<file path="config.mk">
export PLATFORM = sky130hd
export DESIGN_NAME = single_wire_led_frame_driver_flat
export DESIGN_NICKNAME = d
export VERILOG_FILES = /design/src/hdl/swld_pkg.sv /design/src/hdl/swld_channels.sv /design/src/hdl/single_wire_led_frame_driver.sv /design/src/flat_wrapper.sv
export SDC_FILE = /design/constraint.sdc
export NUM_CORES = 2
export LEC_CHECK = 0
export ABC_AREA = 1
export ABC_CLOCK_PERIOD_IN_PS = 7300
export BUFFER_PORTS_ARGS = -buffer_cell sky130_fd_sc_hd__buf_4
export CORE_UTILIZATION = 40
export CTS_CLUSTER_DIAMETER = 80
export DETAILED_ROUTE_END_ITERATION = 8
export GPL_TIMING_DRIVEN = 0
export RECOVER_POWER = 25
export SLEW_MARGIN = 10
export SYNTH_ARGS = -nofsm -noshare
export SYNTH_HDL_FRONTEND = slang
export SYNTH_SLANG_ARGS = --single-unit
</file>
<file path="constraint.sdc">
create_clock -name clock -period 7.3 [get_ports clock]
set_clock_uncertainty 0.1 [all_clocks]
set_input_delay 0.365 -clock clock [delete_from_list [all_inputs] [get_ports clock]]
set_output_delay 0.365 -clock clock [all_outputs]
set_load 0.01 [all_outputs]
</file>
<file path="src/hdl/swld_pkg.sv">
package swld_pkg;

   localparam int MAX_PIXELS_DEF = 64;
   localparam int WORD_BITS      = 12;
   localparam int LATCH_CELLS    = 6;

   localparam int MODE_W     = 2;
   localparam int PIX_W      = 8;
   localparam int COLOR_W    = 16;
   localparam int STATUS_W   = 2;
   localparam int COUNT_W    = 7;
   localparam int PULSE_W    = 4;
   localparam int CELL_W     = 8;
   localparam int CSR_IDX_W  = 2;
   localparam int CSR_DATA_W = 8;
   localparam int BIT_W      = 4;
   localparam int IDLE_W     = 4;

   localparam logic [WORD_BITS-1:0] HEADER_WORD = 12'h3AA;
   localparam logic [COUNT_W-1:0]   COUNT_RST   = 7'd8;
   localparam logic [PULSE_W-1:0]   PULSE_RST   = 4'd1;
   localparam logic [CELL_W-1:0]    CELL_RST    = 8'd8;

   typedef enum logic [MODE_W-1:0] {
      MODE_TICK  = 2'd0,
      MODE_SET   = 2'd1,
      MODE_CLEAR = 2'd2
   } mode_type;

   typedef enum logic [STATUS_W-1:0] {
      ST_OK        = 2'd0,
      ST_BAD_RANGE = 2'd1,
      ST_BAD_VALUE = 2'd2,
      ST_BUSY      = 2'd3
   } status_type;

   typedef enum logic [CSR_IDX_W-1:0] {
      REG_PIXEL_COUNT = 2'd0,
      REG_PULSE_TICKS = 2'd1,
      REG_CELL_TICKS  = 2'd2
   } csr_index_type;

   typedef enum logic [1:0] {
      PH_IDLE        = 2'd0,
      PH_SEND        = 2'd1,
      PH_PIXEL_LATCH = 2'd2,
      PH_FINAL_LATCH = 2'd3
   } phase_type;

endpackage

</file>
<file path="src/hdl/swld_channels.sv">
interface swld_req_if;
   logic                         valid;
   logic                         ready;
   logic [swld_pkg::MODE_W-1:0]  mode;
   logic [swld_pkg::PIX_W-1:0]   first_pixel;
   logic [swld_pkg::PIX_W-1:0]   last_pixel;
   logic [swld_pkg::COLOR_W-1:0] red;
   logic [swld_pkg::COLOR_W-1:0] green;
   logic [swld_pkg::COLOR_W-1:0] blue;

   modport source (output valid, mode, first_pixel, last_pixel, red, green, blue,
                   input ready);
   modport sink (input valid, mode, first_pixel, last_pixel, red, green, blue,
                 output ready);
endinterface

interface swld_rsp_if;
   logic                          valid;
   logic                          ready;
   logic                          pin_level;
   logic                          busy_res;
   logic [swld_pkg::STATUS_W-1:0] status;

   modport source (output valid, pin_level, busy_res, status, input ready);
   modport sink (input valid, pin_level, busy_res, status, output ready);
endinterface

interface swld_csr_if;
   logic                            valid;
   logic                            ready;
   logic [swld_pkg::CSR_IDX_W-1:0]  index;
   logic [swld_pkg::CSR_DATA_W-1:0] data;

   modport source (output valid, index, data, input ready);
   modport sink (input valid, index, data, output ready);
endinterface

</file>
<file path="src/hdl/single_wire_led_frame_driver.sv">
// channel   direction  payload
// req_chan  in         mode, first_pixel, last_pixel, red, green, blue
// rsp_chan  out        pin_level, busy_res, status
// csr_chan  in         index, data (pixel_count, pulse_ticks, cell_ticks)
//
// One request per cycle when not stalled; every request gives one response through an
// output register. A set-range request writes one pixel row of the store per cycle
// after it is taken, so requests stall until its last row is written.
// Reset clears the store at once through per-pixel valid bits.
// A stalled response holds the request side only when the output register is full.
module single_wire_led_frame_driver #(
   parameter int MAX_PIXELS = swld_pkg::MAX_PIXELS_DEF
) (
   input logic clock,
   input logic reset,
   swld_req_if.sink   req_chan,
   swld_rsp_if.source rsp_chan,
   swld_csr_if.sink   csr_chan
);

   localparam int AW    = (MAX_PIXELS > 1) ? $clog2(MAX_PIXELS) : 1;
   localparam int PW    = $clog2(MAX_PIXELS + 1);
   localparam int WB    = swld_pkg::WORD_BITS;
   localparam int ROW_W = 3 * WB;
   localparam logic [swld_pkg::BIT_W-1:0]  LAST_BIT = swld_pkg::BIT_W'(WB - 1);
   localparam logic [swld_pkg::IDLE_W-1:0] LATCH    =
      swld_pkg::IDLE_W'(swld_pkg::LATCH_CELLS);

   swld_pkg::phase_type phase_ff, phase_in;
   logic [PW-1:0]                      pixel_index_ff, pixel_index_in;
   logic [1:0]                         word_index_ff, word_index_in;
   logic [swld_pkg::BIT_W-1:0]         bit_index_ff, bit_index_in;
   logic [swld_pkg::CELL_W-1:0]        cell_tick_ff, cell_tick_in;
   logic [swld_pkg::IDLE_W-1:0]        idle_left_ff, idle_left_in;
   logic [WB-1:0]                      word_shift_ff, word_shift_in;
   logic                               line_ff, line_in;
   logic                               filling_ff, filling_in;
   logic [AW-1:0]                      fill_idx_ff, fill_idx_in;
   logic [AW-1:0]                      fill_last_ff, fill_last_in;
   logic [ROW_W-1:0]                   fill_row_ff, fill_row_in;
   logic [MAX_PIXELS-1:0]              valid_ff, valid_in;
   logic [ROW_W-1:0]                   rd_row_ff;
   logic                               rd_valid_ff;
   logic [swld_pkg::COUNT_W-1:0]       count_ff, count_in;
   logic [swld_pkg::PULSE_W-1:0]       pulse_ff, pulse_in;
   logic [swld_pkg::CELL_W-1:0]        cell_ff, cell_in;
   logic                               rsp_valid_ff, rsp_valid_in;
   logic                               rsp_pin_ff, rsp_pin_in;
   logic                               rsp_busy_ff, rsp_busy_in;
   logic [swld_pkg::STATUS_W-1:0]      rsp_status_ff, rsp_status_in;

   logic [ROW_W-1:0]             store_mem [MAX_PIXELS];

   logic                         req_ready;
   logic                         accept;
   logic [swld_pkg::PULSE_W-1:0] pulse;
   logic [5:0]                   p2, p3;
   logic [swld_pkg::CELL_W-1:0]  cell_len;
   logic                         level;
   logic [swld_pkg::CELL_W:0]    tick_nx;
   logic                         wrap;
   logic [PW-1:0]                eff_count;
   logic [PW-1:0]                pix_nx;
   logic [WB-1:0]                load_word;
   logic [swld_pkg::IDLE_W-1:0]  left_dec;
   logic                         bad_range;
   logic                         bad_value;

   assign req_ready      = !filling_ff && (!rsp_valid_ff || rsp_chan.ready);
   assign req_chan.ready = req_ready;
   assign accept         = req_chan.valid && req_ready;
   assign csr_chan.ready = 1'b1;

   assign rsp_chan.valid     = rsp_valid_ff;
   assign rsp_chan.pin_level = rsp_pin_ff;
   assign rsp_chan.busy_res  = rsp_busy_ff;
   assign rsp_chan.status    = rsp_status_ff;

   always_comb begin
      pulse    = (pulse_ff == '0) ? swld_pkg::PULSE_W'(1) : pulse_ff;
      p2       = {1'b0, pulse, 1'b0};
      p3       = p2 + {2'b00, pulse};
      cell_len = (cell_ff < {2'b00, p3}) ? {2'b00, p3} : cell_ff;
      level    = (phase_ff == swld_pkg::PH_SEND) &&
                 (({2'b00, cell_tick_ff} < {4'b0000, pulse}) ||
                  (word_shift_ff[WB-1] && ({2'b00, cell_tick_ff} >= {2'b00, p2}) &&
                   ({2'b00, cell_tick_ff} < {2'b00, p3})));
      tick_nx  = {1'b0, cell_tick_ff} + 9'd1;
      wrap     = tick_nx >= {1'b0, cell_len};
      eff_count = (9'(count_ff) > 9'(MAX_PIXELS)) ? PW'(MAX_PIXELS) : PW'(count_ff);
      pix_nx   = pixel_index_ff + PW'(1);
      left_dec = (idle_left_ff != '0) ? idle_left_ff - 1'b1 : idle_left_ff;
      case (word_index_ff)
         2'd0:    load_word = rd_row_ff[WB-1:0];
         2'd1:    load_word = rd_row_ff[2*WB-1:WB];
         default: load_word = rd_row_ff[3*WB-1:2*WB];
      endcase
      if (!rd_valid_ff) load_word = '0;
      bad_range = (9'(req_chan.first_pixel) >= 9'(eff_count)) ||
                  (9'(req_chan.last_pixel) >= 9'(eff_count));
      bad_value = (req_chan.red[swld_pkg::COLOR_W-1:WB] != '0) ||
                  (req_chan.green[swld_pkg::COLOR_W-1:WB] != '0) ||
                  (req_chan.blue[swld_pkg::COLOR_W-1:WB] != '0);

      phase_in       = phase_ff;
      pixel_index_in = pixel_index_ff;
      word_index_in  = word_index_ff;
      bit_index_in   = bit_index_ff;
      cell_tick_in   = cell_tick_ff;
      idle_left_in   = idle_left_ff;
      word_shift_in  = word_shift_ff;
      line_in        = line_ff;
      filling_in     = filling_ff;
      fill_idx_in    = fill_idx_ff;
      fill_last_in   = fill_last_ff;
      fill_row_in    = fill_row_ff;
      valid_in       = valid_ff;
      count_in       = count_ff;
      pulse_in       = pulse_ff;
      cell_in        = cell_ff;
      rsp_valid_in   = rsp_valid_ff;
      rsp_pin_in     = rsp_pin_ff;
      rsp_busy_in    = rsp_busy_ff;
      rsp_status_in  = rsp_status_ff;

      if (csr_chan.valid) begin
         case (csr_chan.index)
            swld_pkg::REG_PIXEL_COUNT: count_in = csr_chan.data[swld_pkg::COUNT_W-1:0];
            swld_pkg::REG_PULSE_TICKS: pulse_in = csr_chan.data[swld_pkg::PULSE_W-1:0];
            swld_pkg::REG_CELL_TICKS:  cell_in  = csr_chan.data;
            default: ;
         endcase
      end

      if (filling_ff) begin
         valid_in[fill_idx_ff] = 1'b1;
         fill_idx_in = fill_idx_ff + AW'(1);
         if (fill_idx_ff == fill_last_ff) filling_in = 1'b0;
      end

      if (rsp_valid_ff && rsp_chan.ready) rsp_valid_in = 1'b0;

      if (accept) begin
         rsp_valid_in  = 1'b1;
         rsp_status_in = swld_pkg::ST_OK;
         case (req_chan.mode)
            swld_pkg::MODE_TICK: begin
               if (phase_ff == swld_pkg::PH_IDLE) begin
                  line_in = 1'b0;
               end else begin
                  line_in      = level;
                  cell_tick_in = tick_nx[swld_pkg::CELL_W-1:0];
                  if (wrap) begin
                     cell_tick_in = '0;
                     case (phase_ff)
                        swld_pkg::PH_SEND: begin
                           word_shift_in = {word_shift_ff[WB-2:0], 1'b0};
                           bit_index_in  = bit_index_ff + 1'b1;
                           if (bit_index_ff == LAST_BIT) begin
                              bit_index_in = '0;
                              if (word_index_ff == 2'd3) begin
                                 phase_in     = swld_pkg::PH_PIXEL_LATCH;
                                 idle_left_in = LATCH;
                              end else begin
                                 word_index_in = word_index_ff + 1'b1;
                                 word_shift_in = load_word;
                              end
                           end
                        end
                        swld_pkg::PH_PIXEL_LATCH: begin
                           idle_left_in = left_dec;
                           if (left_dec == '0) begin
                              pixel_index_in = pix_nx;
                              if (pix_nx >= eff_count) begin
                                 phase_in     = swld_pkg::PH_FINAL_LATCH;
                                 idle_left_in = LATCH;
                              end else begin
                                 phase_in      = swld_pkg::PH_SEND;
                                 word_index_in = '0;
                                 bit_index_in  = '0;
                                 word_shift_in = swld_pkg::HEADER_WORD;
                              end
                           end
                        end
                        swld_pkg::PH_FINAL_LATCH: begin
                           idle_left_in = left_dec;
                           if (left_dec == '0) phase_in = swld_pkg::PH_IDLE;
                        end
                        default: ;
                     endcase
                  end
               end
            end
            swld_pkg::MODE_SET, swld_pkg::MODE_CLEAR: begin
               if (phase_ff != swld_pkg::PH_IDLE) begin
                  rsp_status_in = swld_pkg::ST_BUSY;
               end else if ((req_chan.mode == swld_pkg::MODE_SET) && bad_range) begin
                  rsp_status_in = swld_pkg::ST_BAD_RANGE;
               end else if ((req_chan.mode == swld_pkg::MODE_SET) && bad_value) begin
                  rsp_status_in = swld_pkg::ST_BAD_VALUE;
               end else begin
                  if (req_chan.mode == swld_pkg::MODE_CLEAR) begin
                     valid_in = '0;
                  end else if (req_chan.last_pixel >= req_chan.first_pixel) begin
                     filling_in   = 1'b1;
                     fill_idx_in  = req_chan.first_pixel[AW-1:0];
                     fill_last_in = req_chan.last_pixel[AW-1:0];
                     fill_row_in  = {req_chan.red[WB-1:0], req_chan.green[WB-1:0],
                                     req_chan.blue[WB-1:0]};
                  end
                  pixel_index_in = '0;
                  cell_tick_in   = '0;
                  if (eff_count == '0) begin
                     phase_in     = swld_pkg::PH_FINAL_LATCH;
                     idle_left_in = LATCH;
                  end else begin
                     phase_in      = swld_pkg::PH_SEND;
                     word_index_in = '0;
                     bit_index_in  = '0;
                     word_shift_in = swld_pkg::HEADER_WORD;
                  end
               end
            end
            default: ;
         endcase
         rsp_pin_in  = line_in;
         rsp_busy_in = (phase_in != swld_pkg::PH_IDLE);
      end
   end

   always_ff @(posedge clock) begin
      if (reset) begin
         phase_ff       <= swld_pkg::PH_IDLE;
         pixel_index_ff <= '0;
         word_index_ff  <= '0;
         bit_index_ff   <= '0;
         cell_tick_ff   <= '0;
         idle_left_ff   <= '0;
         word_shift_ff  <= '0;
         line_ff        <= 1'b0;
         filling_ff     <= 1'b0;
         valid_ff       <= '0;
         count_ff       <= swld_pkg::COUNT_RST;
         pulse_ff       <= swld_pkg::PULSE_RST;
         cell_ff        <= swld_pkg::CELL_RST;
         rsp_valid_ff   <= 1'b0;
      end else begin
         phase_ff       <= phase_in;
         pixel_index_ff <= pixel_index_in;
         word_index_ff  <= word_index_in;
         bit_index_ff   <= bit_index_in;
         cell_tick_ff   <= cell_tick_in;
         idle_left_ff   <= idle_left_in;
         word_shift_ff  <= word_shift_in;
         line_ff        <= line_in;
         filling_ff     <= filling_in;
         valid_ff       <= valid_in;
         count_ff       <= count_in;
         pulse_ff       <= pulse_in;
         cell_ff        <= cell_in;
         rsp_valid_ff   <= rsp_valid_in;
      end
   end

   always_ff @(posedge clock) begin
      fill_idx_ff   <= fill_idx_in;
      fill_last_ff  <= fill_last_in;
      fill_row_ff   <= fill_row_in;
      rsp_pin_ff    <= rsp_pin_in;
      rsp_busy_ff   <= rsp_busy_in;
      rsp_status_ff <= rsp_status_in;
      rd_valid_ff   <= valid_ff[pixel_index_ff[AW-1:0]];
   end

   // pixel store, one row per pixel: {red, green, blue}
   always_ff @(posedge clock) begin
      if (filling_ff) store_mem[fill_idx_ff] <= fill_row_ff;
      rd_row_ff <= store_mem[pixel_index_ff[AW-1:0]];
   end

`ifndef NO_ASSERTIONS
   a_fill_at_first_pixel: assert property (@(posedge clock) disable iff (reset)
      filling_ff |-> (phase_ff == swld_pkg::PH_SEND) && (pixel_index_ff == '0))
      else $error("store fill overlaps waveform progress");
   a_idle_no_latch: assert property (@(posedge clock) disable iff (reset)
      (phase_ff == swld_pkg::PH_IDLE) |-> (idle_left_ff == '0))
      else $error("idle with latch cells pending");
   a_bit_range: assert property (@(posedge clock) disable iff (reset)
      bit_index_ff <= LAST_BIT)
      else $error("bit index past word end");
`endif

endmodule
</file>
<file path="src/flat_wrapper.sv">
// flat-port wrapper written by rule: the top's interface ports become plain ports
module single_wire_led_frame_driver_flat 
#(
   parameter int MAX_PIXELS = swld_pkg::MAX_PIXELS_DEF
)
  (clock, reset, req_chan_valid, req_chan_mode, req_chan_first_pixel, req_chan_last_pixel, req_chan_red, req_chan_green, req_chan_blue, req_chan_ready, rsp_chan_valid, rsp_chan_pin_level, rsp_chan_busy_res, rsp_chan_status, rsp_chan_ready, csr_chan_valid, csr_chan_index, csr_chan_data, csr_chan_ready);
  swld_req_if req_chan_i ();
  swld_rsp_if rsp_chan_i ();
  swld_csr_if csr_chan_i ();
  input logic clock;
  input logic reset;
  input wire logic [$bits(req_chan_i.valid)-1:0] req_chan_valid;
  input wire logic [$bits(req_chan_i.mode)-1:0] req_chan_mode;
  input wire logic [$bits(req_chan_i.first_pixel)-1:0] req_chan_first_pixel;
  input wire logic [$bits(req_chan_i.last_pixel)-1:0] req_chan_last_pixel;
  input wire logic [$bits(req_chan_i.red)-1:0] req_chan_red;
  input wire logic [$bits(req_chan_i.green)-1:0] req_chan_green;
  input wire logic [$bits(req_chan_i.blue)-1:0] req_chan_blue;
  output wire logic [$bits(req_chan_i.ready)-1:0] req_chan_ready;
  output wire logic [$bits(rsp_chan_i.valid)-1:0] rsp_chan_valid;
  output wire logic [$bits(rsp_chan_i.pin_level)-1:0] rsp_chan_pin_level;
  output wire logic [$bits(rsp_chan_i.busy_res)-1:0] rsp_chan_busy_res;
  output wire logic [$bits(rsp_chan_i.status)-1:0] rsp_chan_status;
  input wire logic [$bits(rsp_chan_i.ready)-1:0] rsp_chan_ready;
  input wire logic [$bits(csr_chan_i.valid)-1:0] csr_chan_valid;
  input wire logic [$bits(csr_chan_i.index)-1:0] csr_chan_index;
  input wire logic [$bits(csr_chan_i.data)-1:0] csr_chan_data;
  output wire logic [$bits(csr_chan_i.ready)-1:0] csr_chan_ready;
  assign req_chan_i.valid = req_chan_valid;
  assign req_chan_i.mode = req_chan_mode;
  assign req_chan_i.first_pixel = req_chan_first_pixel;
  assign req_chan_i.last_pixel = req_chan_last_pixel;
  assign req_chan_i.red = req_chan_red;
  assign req_chan_i.green = req_chan_green;
  assign req_chan_i.blue = req_chan_blue;
  assign req_chan_ready = req_chan_i.ready;
  assign rsp_chan_valid = rsp_chan_i.valid;
  assign rsp_chan_pin_level = rsp_chan_i.pin_level;
  assign rsp_chan_busy_res = rsp_chan_i.busy_res;
  assign rsp_chan_status = rsp_chan_i.status;
  assign rsp_chan_i.ready = rsp_chan_ready;
  assign csr_chan_i.valid = csr_chan_valid;
  assign csr_chan_i.index = csr_chan_index;
  assign csr_chan_i.data = csr_chan_data;
  assign csr_chan_ready = csr_chan_i.ready;
  single_wire_led_frame_driver #(.MAX_PIXELS(MAX_PIXELS)) u_core (.clock(clock), .reset(reset), .req_chan(req_chan_i), .rsp_chan(rsp_chan_i), .csr_chan(csr_chan_i));
endmodule
</file>
## Yosys cells after proc, flatten, opt, wreduce, memory -nomap -nowiden

Memory sizes are Yosys's and may differ from the RTL's. A register that Yosys moved wholly into a read port is not among the register bits.
Cells that the tools add are included.

| cells by class | value |
|---|---|
| muxes and demuxes | 118 |
| bitwise operators | 5 |
| eq/ne operators | 27 |
| add/subtract/negate cells | 7 |
| magnitude comparators | 13 |
| reductions and logical operators | 41 |

Operator list:

| kind | number |
|---|---|
| $mux 64 | 7 |
| $mux 12 | 11 |
| $mux 4 | 21 |
| $pmux 12 s2 | 3 |
| $or 64x64->64 | 1 |
| $mux 7 | 8 |
| $mux 2 | 25 |
| $mux 6 | 8 |
| $mux 8 | 6 |
| $pmux 4 s2 | 3 |
| $reduce_and 11->1 | 2 |
| $mux 1 | 17 |
| $ge 8x7->1 | 2 |
| $lt 8x6->1 | 2 |
| $pmux 8 s2 | 1 |
| $reduce_bool 4->1 | 4 |
| $lt 6x7->1 const B | 2 |
| $pmux 7 s2 | 1 |
| $reduce_and 13->1 | 1 |
| $ne 2x2->1 const B | 6 |
| $ne 3x3->1 const B | 4 |
| $pmux 2 s2 | 3 |
| $pmux 4 s3 | 1 |
| $eq 2x2->1 const B | 5 |
| 36 further kinds | 67 |

| word-level totals | value |
|---|---|
| register bits after elaboration | 178 |
| input bits | 81 |
| word-level logic and storage cells | 233 |
| memories kept | 1 |
| memory bits (writable) | 2304 |

Memory list:

| memory | depth | bits a word | read ports | clocked after memory_dff | write ports | RTL line | RTL |
|---|---|---|---|---|---|---|---|
| u_core.store_mem | 64 | 36 | 1 | 1 | 1 | single_wire_led_frame_driver.sv:52 | `logic [ROW_W-1:0] store_mem [MAX_PIXELS];` |

## Longest topological paths before layout

| depth | value |
|---|---|
| depth in word-level cells | 12 |
| depth in mapped cells | 31 |
| depth with buffers taken out | 30 |

## Least setup slack after synthesis

Ideal clock, no wire load.

| path | value |
|---|---|
| kind | register to register |
| start point | reg u_core.count_ff[2] in the netlist's numbering |
| end point | reg u_core.fill_last_ff[0], enable pin |
| path buffers | 0 |
| setup time | 0.502 ns |
| cell stages (with the launch flop) | 18 |
| data required time | 6.698 ns |
| setup slack | 1.721 ns |
| data arrival time | 4.977 ns |
| cell sequence | dfxtp_1 > nor2_1 > nor3b_1 > nand2_1 > nand2_1 > nand2_1 > ha_1 > nand2_1 > inv_2 > nand2_1 > nand2_1 > nand2_1 > nand2_1 > nor2_1 > nand2_1 > nand2_1 > nand2_1 > nor3b_1 |

| between the ends | value |
|---|---|
| cells in the longest elaborated chain, start to end | 7 |
| elaborated cells on any way between the ends | 8 |

RTL lines:

| what | RTL line | RTL |
|---|---|---|
| start, declared | single_wire_led_frame_driver.sv:44 | `logic [swld_pkg::COUNT_W-1:0] count_ff, count_in;` |
| start signal, assigned | single_wire_led_frame_driver.sv:243 | `count_ff <= swld_pkg::COUNT_RST;` |
| start signal, assigned | single_wire_led_frame_driver.sv:258 | `count_ff <= count_in;` |
| $gt 7x7->1 | single_wire_led_frame_driver.sv:90 | `eff_count = (9'(count_ff) > 9'(MAX_PIXELS)) ? PW'(MAX_PIXELS) : PW'(count_ff);` |
| $mux 7 * | single_wire_led_frame_driver.sv:90 |  |
| $ge 8x7->1 (on tied branches) | single_wire_led_frame_driver.sv:99, single_wire_led_frame_driver.sv:100 |  |
| $logic_or 1x1->1 * | single_wire_led_frame_driver.sv:99 | `bad_range = (9'(req_chan.first_pixel) >= 9'(eff_count)) \|\|` |
| $logic_and 1x1->1 * | single_wire_led_frame_driver.sv:197 | `end else if ((req_chan.mode == swld_pkg::MODE_SET) && bad_range) begin` |
| $not 1->1 (no source line) * | - |  |
| $reduce_and 7->1 (no source line) * | - |  |
| end signal, assigned | single_wire_led_frame_driver.sv:267 | `fill_last_ff <= fill_last_in;` |
| end, declared | single_wire_led_frame_driver.sv:39 | `logic [AW-1:0] fill_last_ff, fill_last_in;` |

Every way passes the cells marked *; elsewhere a longest branch is shown, timed or not.
A chain may end at the register's enable or synchronous reset.

## Worst setup path in the final report

| path | value |
|---|---|
| start point | reg u_core.pixel_index_ff[0] |
| end point | reg u_core.word_shift_ff[4] |

| between the ends | value |
|---|---|
| cells in the longest elaborated chain, start to end | 4 |

RTL lines:

| what | RTL line | RTL |
|---|---|---|
| start, declared | single_wire_led_frame_driver.sv:30 | `logic [PW-1:0] pixel_index_ff, pixel_index_in;` |
| start signal, assigned | single_wire_led_frame_driver.sv:249 | `pixel_index_ff <= pixel_index_in;` |
| $add 7x1->7 | single_wire_led_frame_driver.sv:91 | `pix_nx = pixel_index_ff + PW'(1);` |
| $ge 7x7->1 | single_wire_led_frame_driver.sv:174 | `if (pix_nx >= eff_count) begin` |
| $ne 3x3->1 (no source line) | - |  |
| $reduce_and 11->1 (no source line) | - |  |
| end signal, assigned | single_wire_led_frame_driver.sv:254 | `word_shift_ff <= word_shift_in;` |
| end, declared | single_wire_led_frame_driver.sv:35 | `logic [WB-1:0] word_shift_ff, word_shift_in;` |

No other way between the ends.

==> out/metrics.csv <==
stage,metric,value,unit
global_routing,grt_pass1_vias,66300,
setup_path,crit_path_start_kind,register,
clocking,cts-root-buf,clkbuf_16,
timing,finalHoldViolCount,0,
outcome,status,finished with violations,
outcome,violations,"capacitance limit, slew limit",
global_routing,grt_use_met1,0.404,
logic_synthesis,async_flop_share,0,
setup_path,arrival,6.35,ns
clocking,cts_tree,yes,
logic_synthesis,syn-instance-count,7336,
timing,report.final.slew_viol_count,35,
timing,finalWorstSetupSlack,1.69,ns
timing,finalSetupViolations,0,
clocking,cts_buffers,277,
layout,layout-drive-gt1-share,0.0974,
global_routing,antenna_found_initial,19,
die,start_util,0.403,
setup_path,cp.required,8.03,ns
pwr,p_per_area,277,nW/um^2
die,core,244000,sq um
flow_run,drv_cap,2,
die,ios,88,
global_routing,grt_overflow,0,
route,totalWireLength,385,mm
clocking,clock_sinks,2518,
place,preCtsSetupSlack,2.01,ns
clocking,cts_buffer_depth,4,
route,viasPerCell,6.28,
clocking,post_cts_buffers,0,
route,antenna_left,0,
logic_synthesis,ys_warn_count,0,
global_routing,use_met3,0.0840,
clocking,insertion_delay,0.95,ns
place,placed_cell_area,109000,sq um
logic_synthesis,synth_edf_count,2350,
clocking,cts.clk_slew.worst_paths,0.06,ns
place,io_buffers,85,
timing,worst_pin_slew,1.56,ns
logic_synthesis,yosys.cell_types.count,53,
setup_path,worstSetupPathType,reg2reg,
pwr,power,0.0324,W
route,wl_per_cell,33.6,microns
setup_path,critPathCaptureType,register,
setup_path,cp_max_fo,10,
worst_hold_path,holdCritPathClass,in2reg,
clocking,cts_resized,0,
place,dp_cells,10900,
layout,final_nets,8192,
route,drc_errors,0,
layout,instances_no_fill,11400,
logic_synthesis,syn_area_per_cell,13.4,sq um
route,drt-initial-drc-count,12400,
die,die_y,498,microns
place,gp_congestion,1.01,
die,fp.dieW,498,microns
layout,area_growth,19.1,%
pwr,irDropWorstVdd,0.209,mV
global_routing,busiest_layer,met2,
logic_synthesis,syn_nets,7489,
die,dieArea,248000,sq um
global_routing,met2_usage,0.439,
layout,fin_area,117000,sq um
logic_synthesis,synth_area,98300,sq um
route,dr.pass1.iters,6,
logic_synthesis,ys.flop_type,edfxtp_1,
clocking,htreeDepth,5,
die,row_count,181,
global_routing,grt_max_degree,35,
logic_synthesis,yosysSeqAreaShare,0.752,
timing,post-route-period-util,0.769,
global_routing,grt_usage,0.303,
place,place_hpwl,270,mm
timing,fmax,0.178,GHz
timing,rsz0062_at_grt,false,
timing,min_period,5.61,ns
pwr,leakage,38.3,nW
logic_synthesis,synth-seq-cells,2518,
timing,slew_headroom,-0.0369,
route,vias,71800,
global_routing,grt_pass1_wl,523,mm
==> layout by cell type (no fill, tap or decap), types with 67 or more instances in the layout <==
master | netlist | layout
nand2_1 | 647 | 647
dlygate4sd3_1 | 0 | 88
inv_1 | 111 | 111
nand3_1 | 375 | 375
buf_12 | 0 | 95
o221ai_1 | 443 | 443
nor2_1 | 890 | 826
edfxtp_1 | 2350 | 2350
clkbuf_16 | 0 | 286
a211oi_1 | 148 | 148
dfxtp_1 | 168 | 168
o21ai_0 | 827 | 827
buf_2 | 67 | 67
a21oi_1 | 669 | 669
clkbuf_1 | 399 | 519
ha_1 | 71 | 71
==> routing by layer <==
| layer | up-vias | wire [microns] |
|---|---|---|
| met4 | 16 | 26800 |
| li1 | 29200 | - |
| met1 | 35900 | 141000 |
| met5 | - | 306 |
| met3 | 1101 | 53100 |
| met2 | 5644 | 164000 |
==> state kept, by name, indices dropped and copies added (netlist names), 6 cells and up <==
register               flops
u_core.pixel_index_ff      7
u_core.fill_idx_ff         6
u_core.valid_ff           64
u_core.cell_ff             8
u_core.fill_row_ff        36
u_core.fill_last_ff        6
u_core.store_mem        2304
u_core.rd_row_ff          36
u_core.count_ff            7
u_core.word_shift_ff      12
u_core.cell_tick_ff        8
==> power breakdown <==
| part | leakage, nW | internal [W] | switching [W] | total, W |
|---|---|---|---|---|
| clock network | 4.09 | 0.00770 | 0.00571 | 0.0134 |
| logic | 11.7 | 0.000785 | 0.00240 | 0.00319 |
| registers | 22.5 | 0.0157 | 0.0000781 | 0.0158 |
| total | 38.3 | 0.0242 | 0.00819 | 0.0324 |
==> final cells by class <==
type / instances / area (sq um)
flip-flops and latches: 2518 / 73900
inverters: 136 / 513
multi-input cells: 4175 / 22300
diodes: 11 / 27.5
clock buffers: 358 / 7480
well taps: 3202 / 4010
fillers: 21100 / 127000
repair buffers: 424 / 5870
plain buffers: 507 / 2010
clock inverters: 113 / 918
==> through the flow <==
stage / setup TNS, ns / hold slack (ns) / util
6_report: 0 / 0.0578 / 0.480
5_1_grt: 0 / 0.0506 / 0.480
4_1_cts: 0 / 0.00978 / 0.485
3_5_place_dp: 0 / 0.357 / 0.447
3_3_place_gp: -85.15 / 0.353 / 0.422
2_1_floorplan: 0 / 0.344 / -
==> worst max-delay path, cell delays in order (launching register included) <==
cell and delay (ns):
dfxtp_1 0.82, buf_2 0.65, nand2_1 0.24, buf_2 0.34, clkbuf_1 0.46, o21ai_0 0.84, nand2_1 0.10, inv_1 0.14
ha_1 0.25, nand2_1 0.06, inv_1 0.04, nand4_1 0.08, nand3_1 0.14, nand2_1 0.11, o21ai_0 0.17, a21oi_2 0.22
nand3_4 0.16, inv_4 0.14, buf_6 0.15, nand3_1 0.07, a21oi_1 0.16
==> Yosys cell counts (2+ instances only) <==
cell type,count,share of area
edfxtp_1,2350,0.72
nor2_1,890,0.034
o21ai_0,827,0.042
a21oi_1,669,0.034
nand2_1,647,0.025
o221ai_1,443,0.039
clkbuf_1,399,0.015
nand3_1,375,0.019
dfxtp_1,168,0.034
a211oi_1,148,0.011
inv_1,111,0.0042
ha_1,71,0.0090
buf_2,67,0.0034
buf_1,38,0.0015
xor2_1,14,0.0012
inv_2,13,0.00050
nand4_1,12,0.00076
a22o_1,11,0.00098
clkinv_1,11,0.00042
xnor2_1,9,0.00080
nor3_1,8,0.00041
nor2_2,5,0.00032
nand3b_1,4,0.00031
a21o_1,3,0.00023
o211ai_1,3,0.00023
o21bai_1,3,0.00023
o22ai_1,3,0.00019
a2111oi_0,2,0.00018
buf_4,2,0.00015
nor3b_1,2,0.00015
o2111ai_1,2,0.00018
o21a_1,2,0.00015
or2_0,2,0.00013
or2_1,2,0.00013
or2_2,2,0.00013
==> cell families (layout without fill, tap and decap cells) <==
kind of cell | after synthesis | count (layout) | share of synthesized area
flops | 2518 | 2518 | 0.752
compound gates | 2124 | 2124 | 0.130
simple gates | 1955 | 1955 | 0.0807
buf+inv | 643 | 1538 | 0.0256
fa+ha+maj | 72 | 72 | 0.00924
xor+xnor | 23 | 23 | 0.00205
other cells | 1 | 12 | 0.0000382
==> worst paths after layout <==
check                                 end                      from  slack [ns]  cells past startpoint
setup / recovery  u_core.word_shift_ff[4]  u_core.pixel_index_ff[0]        1.69                     20
hold / removal     u_core.fill_row_ff[31]           req_chan_red[7]        0.06                      2
setup reg to reg  u_core.word_shift_ff[4]  u_core.pixel_index_ff[0]        1.69                     20
hold reg to reg   u_core.word_shift_ff[5]   u_core.word_shift_ff[5]        0.37                      2
==> what timing repair did <==
item	in CTS	in global routing
setup endpoints to repair	0	0
endpoints found under the hold margin	79	0
hold buffers	88	0
Note: power is estimated with default switching activity, not from simulation.
